`src/rtl/core/mexp_pkg.sv`:
```
// package for the modular exponentiation unit
// holds the operand width, counter width and the transaction payload types
// no dependencies
package mexp_pkg;

   // internal operand width; inputs are taken in their low bits
   localparam int OPERAND_WIDTH = 32;
   // width of the bit counter of the serial multiplier
   localparam int CNT_WIDTH = $clog2(OPERAND_WIDTH);
   // fixed width of the payload fields
   localparam int FIELD_WIDTH = 32;

   typedef struct packed {
      logic [FIELD_WIDTH-1:0] base_value;
      logic [FIELD_WIDTH-1:0] exponent_value;
      logic [FIELD_WIDTH-1:0] modulus_value;
   } req_payload_type;

   typedef struct packed {
      logic [FIELD_WIDTH-1:0] power_result;
      logic                   zero_modulus_error;
   } rsp_payload_type;

endpackage

```
`src/rtl/core/modular_exponentiation_unit.sv`:
```
// modular exponentiation unit, right-to-left square and multiply
// built around one bit-serial modular multiplier shared by all steps
// depends on mexp_pkg for widths and payload types
//
// usage
//   request channel req_valid/req_ready/req_data carries base, exponent and
//   modulus; the response channel rsp_valid/rsp_ready/rsp_data returns the
//   power and a zero modulus flag, one response per request transaction.
//   one transaction is in flight at a time: req_ready is high only when the
//   unit is idle, and stays low until the response has been taken.
//   the serial multiplier handles one multiplier operand bit per cycle of its
//   loop. the base is first reduced by one pass of the multiplier. each
//   exponent bit up to the highest set one then costs a square, a multiply
//   when the bit is set, and a pass through the step state. the time per
//   request is set by the multiplier loop; a zero modulus or zero exponent
//   answers in the cycle after acceptance.
//   when rsp_ready is low the response is held unchanged in the output
//   register until taken.
//   reset (synchronous, active high) returns the unit to idle and drops
//   any transaction in progress; no other state needs clearing.
module modular_exponentiation_unit (
   input  logic                      clock,
   input  logic                      reset,
   input  logic                      req_valid,
   output logic                      req_ready,
   input  mexp_pkg::req_payload_type req_data,
   output logic                      rsp_valid,
   input  logic                      rsp_ready,
   output mexp_pkg::rsp_payload_type rsp_data
);
   import mexp_pkg::*;

   localparam int W = OPERAND_WIDTH;

   typedef enum logic [1:0] {
      S_IDLE,
      S_MUL,
      S_NEXT,
      S_DONE
   } state_type;

   typedef enum logic [1:0] {
      OP_REDUCE,
      OP_MULT,
      OP_SQUARE
   } op_type;

   state_type          state_ff, state_in;
   op_type             op_ff, op_in;
   logic [W-1:0]       mod_ff, mod_in;
   logic [W-1:0]       exp_ff, exp_in;
   logic [W-1:0]       base_ff, base_in;
   logic [W-1:0]       result_ff, result_in;
   logic [W-1:0]       a_ff, a_in;
   logic [W-1:0]       b_ff, b_in;
   logic [W-1:0]       acc_ff, acc_in;
   logic [CNT_WIDTH-1:0] cnt_ff, cnt_in;
   rsp_payload_type    rsp_ff, rsp_in;

   logic [W-1:0] in_base, in_exp, in_mod;
   logic [W-1:0] unit_one;
   logic [W:0]   dbl, sum;
   logic [W-1:0] dbl_red, step_acc;

   // operands in their low bits
   assign in_base = W'(req_data.base_value);
   assign in_exp  = W'(req_data.exponent_value);
   assign in_mod  = W'(req_data.modulus_value);

   // one reduced by the modulus
   assign unit_one = (mod_ff == W'(1)) ? '0 : W'(1);

   // one multiplier step: double the accumulator, then add a if the bit is set
   always_comb begin
      dbl     = {acc_ff, 1'b0};
      dbl_red = (dbl >= {1'b0, mod_ff}) ? W'(dbl - {1'b0, mod_ff}) : dbl[W-1:0];
      sum     = {1'b0, dbl_red} + {1'b0, a_ff};
      if (b_ff[W-1]) begin
         step_acc = (sum >= {1'b0, mod_ff}) ? W'(sum - {1'b0, mod_ff}) : sum[W-1:0];
      end else begin
         step_acc = dbl_red;
      end
   end

   // sequencer
   always_comb begin
      state_in  = state_ff;
      op_in     = op_ff;
      mod_in    = mod_ff;
      exp_in    = exp_ff;
      base_in   = base_ff;
      result_in = result_ff;
      a_in      = a_ff;
      b_in      = b_ff;
      acc_in    = acc_ff;
      cnt_in    = cnt_ff;
      rsp_in    = rsp_ff;
      unique case (state_ff)
         S_IDLE: begin
            if (req_valid) begin
               mod_in = in_mod;
               exp_in = in_exp;
               if (in_mod == '0) begin
                  rsp_in.power_result       = '0;
                  rsp_in.zero_modulus_error = 1'b1;
                  state_in                  = S_DONE;
               end else if (in_exp == '0) begin
                  rsp_in.power_result       = FIELD_WIDTH'(1);
                  rsp_in.zero_modulus_error = 1'b0;
                  state_in                  = S_DONE;
               end else begin
                  // base mod m as the product of one and the base
                  a_in     = (in_mod == W'(1)) ? '0 : W'(1);
                  b_in     = in_base;
                  acc_in   = '0;
                  cnt_in   = CNT_WIDTH'(W - 1);
                  op_in    = OP_REDUCE;
                  state_in = S_MUL;
               end
            end
         end
         S_MUL: begin
            acc_in = step_acc;
            b_in   = {b_ff[W-2:0], 1'b0};
            cnt_in = cnt_ff - CNT_WIDTH'(1);
            if (cnt_ff == '0) begin
               unique case (op_ff)
                  OP_REDUCE: begin
                     base_in   = step_acc;
                     result_in = unit_one;
                     state_in  = S_NEXT;
                  end
                  OP_MULT: begin
                     // result updated, now square the base
                     result_in = step_acc;
                     a_in      = base_ff;
                     b_in      = base_ff;
                     acc_in    = '0;
                     cnt_in    = CNT_WIDTH'(W - 1);
                     op_in     = OP_SQUARE;
                  end
                  default: begin
                     base_in  = step_acc;
                     exp_in   = exp_ff >> 1;
                     state_in = S_NEXT;
                  end
               endcase
            end
         end
         S_NEXT: begin
            acc_in = '0;
            cnt_in = CNT_WIDTH'(W - 1);
            if (exp_ff == '0) begin
               rsp_in.power_result       = FIELD_WIDTH'(result_ff);
               rsp_in.zero_modulus_error = 1'b0;
               state_in                  = S_DONE;
            end else if (exp_ff[0]) begin
               a_in     = result_ff;
               b_in     = base_ff;
               op_in    = OP_MULT;
               state_in = S_MUL;
            end else begin
               a_in     = base_ff;
               b_in     = base_ff;
               op_in    = OP_SQUARE;
               state_in = S_MUL;
            end
         end
         S_DONE: begin
            if (rsp_ready) begin
               state_in = S_IDLE;
            end
         end
         default: begin
            state_in = S_IDLE;
         end
      endcase
   end

   // state and registered outputs
   always_ff @(posedge clock) begin
      op_ff     <= op_in;
      mod_ff    <= mod_in;
      exp_ff    <= exp_in;
      base_ff   <= base_in;
      result_ff <= result_in;
      a_ff      <= a_in;
      b_ff      <= b_in;
      acc_ff    <= acc_in;
      cnt_ff    <= cnt_in;
      rsp_ff    <= rsp_in;
      if (reset) begin
         state_ff <= S_IDLE;
      end else begin
         state_ff <= state_in;
      end
   end

   assign req_ready = (state_ff == S_IDLE);
   assign rsp_valid = (state_ff == S_DONE);
   assign rsp_data  = rsp_ff;

   // checks
   a_req_rsp_exclusive: assert property (@(posedge clock) disable iff (reset)
      !(req_ready && rsp_valid))
      else $error("request accepted while a response is pending");

   a_error_zero_result: assert property (@(posedge clock) disable iff (reset)
      (rsp_valid && rsp_data.zero_modulus_error) |-> (rsp_data.power_result == '0))
      else $error("zero modulus response carries a nonzero result");

   a_acc_reduced: assert property (@(posedge clock) disable iff (reset)
      (state_ff == S_MUL) |-> (acc_ff < mod_ff && a_ff < mod_ff))
      else $error("multiplier operand not reduced by the modulus");

   a_reset_idle: assert property (@(posedge clock)
      reset |=> (req_ready && !rsp_valid))
      else $error("unit not idle after reset");

endmodule

```
`config.mk`:
```
export PLATFORM = sky130hd
export DESIGN_NAME = modular_exponentiation_unit
export DESIGN_NICKNAME = d
export VERILOG_FILES = /design/src/rtl/core/mexp_pkg.sv /design/src/rtl/core/modular_exponentiation_unit.sv
export SDC_FILE = /design/constraint.sdc
export NUM_CORES = 1
export LEC_CHECK = 0
export ABC_AREA = 1
export BUFFER_PORTS_ARGS = -buffer_cell sky130_fd_sc_hd__buf_2
export CAP_MARGIN = 20
export CORE_MARGIN = 8
export CORE_UTILIZATION = 55
export CTS_CLUSTER_SIZE = 16
export DETAILED_ROUTE_END_ITERATION = 6
export PLACE_DENSITY = 0.74
export SLEW_MARGIN = 20
export SYNTH_ARGS = -nofsm -noshare
export SYNTH_HDL_FRONTEND = slang
export SYNTH_SLANG_ARGS = --single-unit
```
`constraint.sdc`:
```
create_clock -name clock -period 13.24 [get_ports clock]
set_input_delay 0.662 -clock clock [delete_from_list [all_inputs] [get_ports clock]]
set_output_delay 0.662 -clock clock [all_outputs]
set_load 0.02 [all_outputs]
```
==> metrics, run 1 <==
Main synth FF type=edfxtp_1; Std-Cell Rows=69; Max Fclk=133 MHz; Worst Slack Setup Final=5.73 ns; CP most frequent cell=nand2_1; clk slew on worst S/H paths=0.06 ns; Reg2Reg Depth=36; setup bufs post-CTS=0; CTS resizes=0; Routed Wire Length=68.4 mm; Slew @ Worst Pin=1.06 ns; Worst R2R Start=mod_ff[15]$_DFFE_PP_; Final Cycle Share=0.567; Hold-fix buffers, CTS=0; Worst slew margin=0.293; Post-synth EDFFs=264; fin. max-slew vios=0; vias in the first global route=17.8k; commonest non-fill, non-tap cell in the layout=nand2_1; final hold vios=0; CTS max path bufs=3; Layout Utilization=0.611; Yosys reg bits=266; cts bufs inserted=29; Async S/R FF share, synth=0; Layout Nets=2927; Tightest Hold Check Type=primary input to register; root buffer cell=clkbuf_16; Worst EP arrival=about 7.8 ns; Avg Vias per Cell=5.71; start point of the worst min-delay path=reset; post-route ant nets=0; initial core utilization=0.555; DR DRC count=0; share of layout cells above drive strength 1=0.121; Seq/Total Area, Yosys=0.407; Detailed Route Iter0 Violations=1854; WL/cell=21.3 um; Finish-stage setup viols=0; chip width=205 um; initial antenna violation count=0; Mapped Avg Cell Area=~7.5 um2; port bufs=around 130; Max FO, Critical Path=33; worst reg2reg endpoint=acc_ff[17]$_SDFFCE_PN0P_; Die Y-Extent=205 um; Yosys top cell area share=0.405; status=finished clean; boundary pin count=roughly 140; crit path kind=register to register; max_cap viols=0; Syn Nets=2810; Req. time, crit path=between 10 and 15 ns; GRT overflow=0; Clock Sinks=between 200 and 300; post-synth top area cell=edfxtp_1; CP peak stage delay=roughly 0.56 ns; Hold Crit Endpoint=state_ff[1]$_SDFFE_PP0P_; first drt pass iteration count=6; post-DP HPWL=55.4 mm; Crit-path slowest cell=nand3_4; pin count of the biggest net entering global routing=70; Layout area overhead=10.0%; placed cells=3153; Synth area leaders=edfxtp_1 (40%), nand2_1 (14%), inv_1 (8.4%); critical path capture point type=register; antenna cells=0; total negative slack=0 ns; CTS tree=done; die area=between 0.04 and 0.05 mm2; synthesized instance count=2606; Critical Path Source Type=register; H-tree Lvls=1; worst-case register-to-register setup slack=5.73 ns; post-synthesis cell type count=45; unrepaired setup endpoints after global routing=no; Setup Skew=0.0193 ns; core footprint=0.0353 mm2; Finished Layout Cells=3206; hold path cells=2; first-pass GRT wire length=103 mm; GPL Wtd Cong=1.02; Synth Warn #=0; most frequent cells in the layout=nand2_1 (755), inv_1 (439), nor2_1 (271), edfxtp_1 (264), nand3_1 (194); post-layout min period=~7.5 ns; via count=18.3k; Total GRT Usage=0.322; setup slack at placement=6.02 ns; Clock Latency Late Sink=0.59 ns; Syn Std Cell Area=0.0196 mm2
[through the flow]
stage          hold slack [ns]  area, um2
3_5_place_dp             0.519      20700
4_1_cts                  0.239      21600
2_1_floorplan            0.471      19600
6_report                 0.259      21600
3_3_place_gp             0.487      20700
5_1_grt                  0.254      21600
[logic make-up (layout without fill, tap and decap cells)]
kind of cell,after synthesis,in the layout,synth area share
and+or+nand+nor,1452,1452,0.327
adders and majority gates,104,104,0.0676
AOI/OAI and AO/OA,228,228,0.0758
xor gates and xnor gates,43,43,0.0192
buffers and inverters,513,652,0.103
DFF,266,266,0.407
[synth_stat cells (2+ instances only)]
cell	instances
a211oi_1	3
a21oi_1	87
a221oi_1	31
a32o_1	31
and2_1	13
and3_1	2
buf_1	2
buf_2	13
buf_4	2
buf_6	5
buf_8	2
clkbuf_1	40
dfxtp_1	2
edfxtp_1	264
fa_1	3
ha_1	101
inv_1	441
inv_2	7
nand2_1	755
nand2_2	56
nand2_4	3
nand3_1	194
nand3_2	28
nand3b_1	12
nand4_1	35
nor2_1	274
nor2_2	14
nor2_4	6
nor3_1	25
nor4_1	21
o21ai_0	54
o21bai_1	16
or2_2	11
xnor2_1	17
xor2_1	26
[area by class of cell]
class / instances / area, um2
Clock buffer: 35 / 748
Clock inverter: 18 / 144
Fill cell: 3204 / 13700
Inverter: 448 / 1680
Multi-Input combinational cell: 1827 / 9650
Sequential cell: 266 / 7970
Tap cell: 461 / 577
Timing Repair Buffer: 151 / 798
[worst max-delay path by stage]
stage / start / to / cells past startpoint
5_1_grt: mod_ff[15]$_DFFE_PP_ / result_ff[4]$_SDFFCE_PN0P_ / 36
2_1_floorplan: mod_ff[1]$_DFFE_PP_ / acc_ff[28]$_SDFFCE_PN0P_ / 35
6_report: mod_ff[15]$_DFFE_PP_ / acc_ff[17]$_SDFFCE_PN0P_ / 36
3_5_place_dp: mod_ff[15]$_DFFE_PP_ / acc_ff[17]$_SDFFCE_PN0P_ / 36
4_1_cts: mod_ff[15]$_DFFE_PP_ / acc_ff[17]$_SDFFCE_PN0P_ / 36
3_3_place_gp: mod_ff[15]$_DFFE_PP_ / result_ff[4]$_SDFFCE_PN0P_ / 35
[critical path: cells and delay by family (launching register included)]
family	cells	cell delay, ns
xor+xnor	1	0.43
fa+ha+maj	3	1.16
flops	1	0.48
compound gates	1	0.24
simple gates	27	4.55
buf+inv	4	0.33
[metal layers]
| layer | global-route usage | up-vias | share of wire | routed length, um |
|---|---|---|---|---|
| met5 | 0 | - | 0 | 0 |
| met4 | 0.171 | 0 | 0.060 | 4080 |
| met3 | 0.0500 | 177 | 0.078 | 5310 |
| met2 | 0.532 | 895 | 0.47 | 31800 |
| met1 | 0.401 | 8502 | 0.40 | 27200 |
| li1 | - | 8722 | - | - |
[registers in the layout, summed over array words and instances (netlist names)]
signal / count
acc_ff: 32
base_ff: 32
rsp_data: 33
state_ff: 2
a_ff: 32
b_ff: 32
mod_ff: 32
cnt_ff: 5
result_ff: 32
op_ff: 2
exp_ff: 32
Power of run 1 is left out: the tool's default activity adds up to more than one toggle a clock period on the data nets, which glitch-free logic cannot reach.
==> inputs of run 2 (changes only) <==
- clock period: 13.24 -> 7 ns (I/O delays scaled with it)
==> metrics, run 2 (synthesized netlist as in run 1, its figures left out) <==
CP peak stage delay=0.52 ns (-0.04 ns); post-layout min period=6.62 ns (-0.890 ns); most frequent cells in the layout=nand2_1 (753), inv_1 (440), nor2_1 (271), edfxtp_1 (264), nand3_1 (194); Avg Vias per Cell=5.65 (-1.1%); Detailed Route Iter0 Violations=1772 (-4.4%); commonest non-fill, non-tap cell in the layout=nand2_1; hold path cells=3 (+1); core footprint=0.0353 mm2 (unchanged); Worst slew margin=0.263 (-0.0307); CTS max path bufs=3 (unchanged); vias in the first global route=18.0k (+0.94%); WL/cell=21.0 um (-1.6%); Routed Wire Length=68.4 mm (about the same); Max Fclk=151 MHz (+13%); fin. max-slew vios=0 (unchanged); DP Area=0.0209 mm2 (+1.0%); initial core utilization=0.555 (unchanged); Layout area overhead=13.0%; Total GRT Usage=0.322 (+0.000886); Req. time, crit path=7.30 ns (-6.26 ns); cts bufs inserted=29 (unchanged); Tightest Hold Check Type=primary input to register; GPL Wtd Cong=1.04 (+2.3%); Clock Sinks=266 (unchanged); Worst EP arrival=6.92 ns (-0.90 ns); Crit-path slowest cell=edfxtp_1; pin count of the biggest net entering global routing=70 (unchanged); first drt pass iteration count=6 (unchanged); Final Cycle Share=0.945 (+0.378); Critical Path Source Type=register; worst-case register-to-register setup slack=0.38 ns (-5.35 ns); Fillers=3140 (-2.0%); Die Y-Extent=205 um (unchanged); Setup Skew=0.0321 ns (+0.0128 ns); crit path kind=register to register; total negative slack=0 ns (unchanged); Std-Cell Rows=69 (unchanged); die area=0.0419 mm2 (unchanged); CP most frequent cell=nand2_1; port bufs=134 (unchanged); share of layout cells above drive strength 1=0.130 (+0.00925); clk slew on worst S/H paths=0.06 ns (about the same); Reg2Reg Depth=40 (+11%); start point of the worst min-delay path=req_data[64]; Finished Cell Area=0.0221 mm2 (+2.7%); Largest register FFs=33 (unchanged); chip width=205 um (unchanged); post-route ant nets=0 (unchanged); antenna cells=0 (unchanged); multi-input combinational cell area=0.00968 mm2 (+0.36%); Layout Nets=2977 (+1.7%); boundary pin count=135 (unchanged); final hold vios=0 (unchanged); max_cap viols=0 (unchanged); H-tree Lvls=1 (unchanged); first-pass GRT wire length=103 mm (+0.16%); root buffer cell=clkbuf_16; Hold Crit Endpoint=b_ff[0]$_DFFE_PP_; post-DP HPWL=54.8 mm (-1.1%); GRT overflow=0 (unchanged); via count=18.4k (+0.49%); Max FO, Critical Path=18 (-45%); Finish-stage setup viols=0 (unchanged); FF+latch area=0.00797 mm2 (unchanged); Clock Latency Late Sink=0.59 ns (about the same); critical path capture point type=register; Worst R2R Start=mod_ff[20]$_DFFE_PP_; status=finished clean; initial antenna violation count=1 (+1); unrepaired setup endpoints after global routing=no; worst reg2reg endpoint=result_ff[1]$_SDFFCE_PN0P_; CTS tree=done; DR DRC count=0 (unchanged); Slew @ Worst Pin=1.10 ns (+0.0461 ns)
==> run 2: metal layers <==
metal  global-route usage  part of all wire  vias up
li1                     -                 -     8838
met1                0.410              0.41     8579
met2                0.535              0.47      798
met3               0.0515             0.075      167
met4                0.141             0.053        4
met5               0.0166            0.0015        -
==> run 2: how the worst max path moves through the flow <==
stage | to | start
6_report | result_ff[1]$_SDFFCE_PN0P_ | mod_ff[20]$_DFFE_PP_
5_1_grt | result_ff[1]$_SDFFCE_PN0P_ | mod_ff[23]$_DFFE_PP_
4_1_cts | result_ff[1]$_SDFFCE_PN0P_ | mod_ff[21]$_DFFE_PP_
3_5_place_dp | result_ff[1]$_SDFFCE_PN0P_ | mod_ff[21]$_DFFE_PP_
3_3_place_gp | result_ff[0]$_DFFE_PP_ | mod_ff[21]$_DFFE_PP_
2_1_floorplan | acc_ff[28]$_SDFFCE_PN0P_ | mod_ff[1]$_DFFE_PP_
==> run 2: cell type report <==
cell class | instances | area share
Multi-Input combinational cell | 1827 | 0.437
Sequential cell | 266 | 0.360
Inverter | 448 | 0.0760
Timing Repair Buffer | 201 | 0.0590
Clock buffer | 30 | 0.0329
Tap cell | 461 | 0.0261
Clock inverter | 24 | 0.00893
==> run 2: stage by stage <==
| step | std cells | setup WS [ns] | util | hold WS, ns |
|---|---|---|---|---|
| final | 3257 | 0.384 | 0.627 | 0.0530 |
| after global routing | 3257 | 0.0161 | 0.627 | 0.0462 |
| after CTS | 3257 | 0.297 | 0.626 | 0.0321 |
| after detailed placement | 3173 | 0.304 | 0.591 | 0.505 |
| after global placement | 3172 | 0.288 | 0.590 | 0.485 |
| after floorplan | 2606 | 2.15 | - | 0.419 |
==> run 2: worst max-delay path: cells and delay by family, from the launching register on <==
kind,cells,cell delay [ns]
fa+ha+maj,4,1.54
buf+inv,6,0.72
simple gates,28,3.03
compound gates,2,0.48
flops,1,0.52
==> run 2: repair_timing <==
action                     in CTS  in global routing
buffers inserted                0                  0
resized for setup               0                  6
hold endpoints to repair       31                  0
setup endpoints to repair       0                 96
hold buffers                   30                  0
Power of run 2 is left out for the same reason.
==> inputs of run 3 (changes only) <==
--- a/config.mk
+++ b/config.mk
@@ -11,6 +11,6 @@
 export CORE_MARGIN = 8
-export CORE_UTILIZATION = 55
+export CORE_UTILIZATION = 62
 export CTS_CLUSTER_SIZE = 16
 export DETAILED_ROUTE_END_ITERATION = 6
-export PLACE_DENSITY = 0.74
+export PLACE_DENSITY = 0.81
 export SLEW_MARGIN = 20
==> constraint.sdc (replaced) <==
create_clock -name clock -period 7 [get_ports clock]
set_input_delay 0 -clock clock [delete_from_list [all_inputs] [get_ports clock]]
set_output_delay 0 -clock clock [all_outputs]
set_load 0.02 [all_outputs]
==> metrics, run 3 (synthesized netlist as in run 1, its figures left out) <==
Detailed Route Iter0 Violations=2783 (+57%); Avg Vias per Cell=6.17 (+9.2%); via count=20.1k (+9.1%); Max Fclk=150 MHz (-0.82%); Clock Sinks=266 (unchanged); first-pass GRT wire length=115 mm (+11%); Clock Latency Late Sink=0.57 ns (-0.02 ns); post-layout min period=6.67 ns (+0.0546 ns); Finished Cell Area=0.0226 mm2 (+1.9%); Finish-stage setup viols=0 (unchanged); DR DRC count=1 (+1); Tightest Hold Check Type=primary input to register; die area=0.0375 mm2 (-10%); Critical Path Source Type=register; critical path capture point type=register; Req. time, crit path=7.28 ns (-0.02 ns); Std-Cell Rows=65 (-5.8%); core footprint=0.0313 mm2 (-11%); GRT overflow=0 (unchanged); M1 GR Usage=0.462 (+0.0521); Critical Path Start=mod_ff[26]$_DFFE_PP_; violated checks=design-rule violations; placed cells=3105 (-2.1%); H-tree Lvls=1 (unchanged); root buffer cell=clkbuf_16; post-route ant nets=0 (unchanged); Largest register FFs=33 (unchanged); Finished Layout Cells=3254 (-0.092%); CP most frequent cell=nand2_1; unrepaired setup endpoints after global routing=no; CP Buf/Inv Count=5 (-1); post-DP HPWL=54.0 mm (-1.3%); vias in the first global route=19.6k (+9.3%); setup bufs post-CTS=0 (unchanged); met3 usage=0.0913 (+0.0397); final hold vios=0 (unchanged); CTS tree=done; M2 GR Usage=0.629 (+0.0935); Total GRT Usage=0.395 (+0.0726); share of layout cells above drive strength 1=0.122 (-0.00812); status=complete, but fails checks; start point of the worst min-delay path=req_valid; Worst R2R Start=mod_ff[26]$_DFFE_PP_; first drt pass iteration count=7 (+1); WL/cell=23.6 um (+12%); commonest non-fill, non-tap cell in the layout=nand2_1; FF+latch area=0.00797 mm2 (unchanged); multi-input combinational cell area=0.00965 mm2 (-0.28%); Die Y-Extent=194 um (-5.4%); CTS max path bufs=3 (unchanged); GPL Wtd Cong=1.05 (+1.0%); CP peak stage delay=0.49 ns (-0.03 ns); initial core utilization=0.626 (+0.0709); Worst EP arrival=6.95 ns (+0.03 ns); fin. max-slew vios=0 (unchanged); Final Cycle Share=0.953 (+0.00780); Worst slew margin=0.247 (-0.0154); cts bufs inserted=27 (-6.9%); worst-case register-to-register setup slack=0.33 ns (-0.05 ns); Layout area overhead=15.2%; chip width=194 um (-5.4%); boundary pin count=135 (unchanged); DP Area=0.0207 mm2 (-0.80%); Max FO, Critical Path=20 (+2); Routed Wire Length=76.7 mm (+12%); most frequent cells in the layout=nand2_1 (754), inv_1 (438), nor2_1 (270), edfxtp_1 (264), nand3_1 (194); crit path kind=register to register; Slew @ Worst Pin=1.13 ns (+0.0231 ns); clk slew on worst S/H paths=0.07 ns (about the same); GRT busiest layer=met2; CP top delay family=simple AND/OR/NAND/NOR gates; initial antenna violation count=1 (unchanged); Crit-path slowest cell=edfxtp_1; port bufs=134 (unchanged); pin count of the biggest net entering global routing=70 (unchanged); Fillers=2266 (-28%); max_cap viols=0 (unchanged); total negative slack=0 ns (unchanged); Layout Nets=3034 (+1.9%); Setup Skew=0.0324 ns (+0.000373 ns)
-- run 3: cell count changes in the layout (fill, tap and decap cells not counted), moves of 2 or more --
| cell | change |
|---|---|
| clkbuf_16 | -2 |
| inv_2 | +2 |
| inv_1 | -2 |
| clkbuf_1 | +2 |
| dlygate4sd3_1 | +68 |
| inv_8 | -2 |
| clkinv_2 | +2 |
| nor2_2 | +2 |
| buf_4 | -8 |
| clkinvlp_4 | -4 |
-- run 3: per-layer routing --
metal  vias up  part of all wire
met4         0             0.094
li1       8947                 -
met5         -                 0
met1      8995              0.35
met3       431              0.12
met2      1694              0.44
-- run 3: worst paths after layout --
| kind | to | depth (start not counted) |
|---|---|---|
| max | result_ff[22]$_SDFFCE_PN0P_ | 35 |
| min | rsp_data[1]$_DFFE_PP_ | 4 |
| max reg2reg | result_ff[22]$_SDFFCE_PN0P_ | 35 |
| min reg2reg | rsp_data[19]$_SDFFCE_PN0P_ | 2 |
-- run 3: stage by stage --
stage	utilization	setup WS [ns]	hold slack, ns
after floorplan	-	2.15	0.0691
after global placement	0.661	0.629	0.176
after detailed placement	0.661	0.639	0.187
after CTS	0.720	0.585	0.0214
after global routing	0.721	0.00403	0.0607
final	0.721	0.329	0.0761
-- run 3: layout make-up --
class                      instances  share of cell area
multi-input combinational       1827               0.428
sequential                       266               0.353
timing repair buffer             260              0.0842
inverter                         448              0.0745
clock buffer                      30              0.0304
tap                              402              0.0223
clock inverter                    20             0.00760
antenna                            1            0.000111
-- run 3: timing repair --
item	in CTS	in global routing
hold buffers	98	0
hold endpoints to repair	98	0
setup endpoints to repair	0	7
resized for setup	0	3
-- run 3: worst reg2reg max path, delay by kind of cell, from the launching register on --
kind,cells,cell delay (ns)
buf+inv,5,0.58
simple gates,22,2.86
compound gates,4,0.80
fa+ha+maj,3,1.22
flops,1,0.49
xor+xnor,1,0.45
Power of run 3 is left out for the same reason.
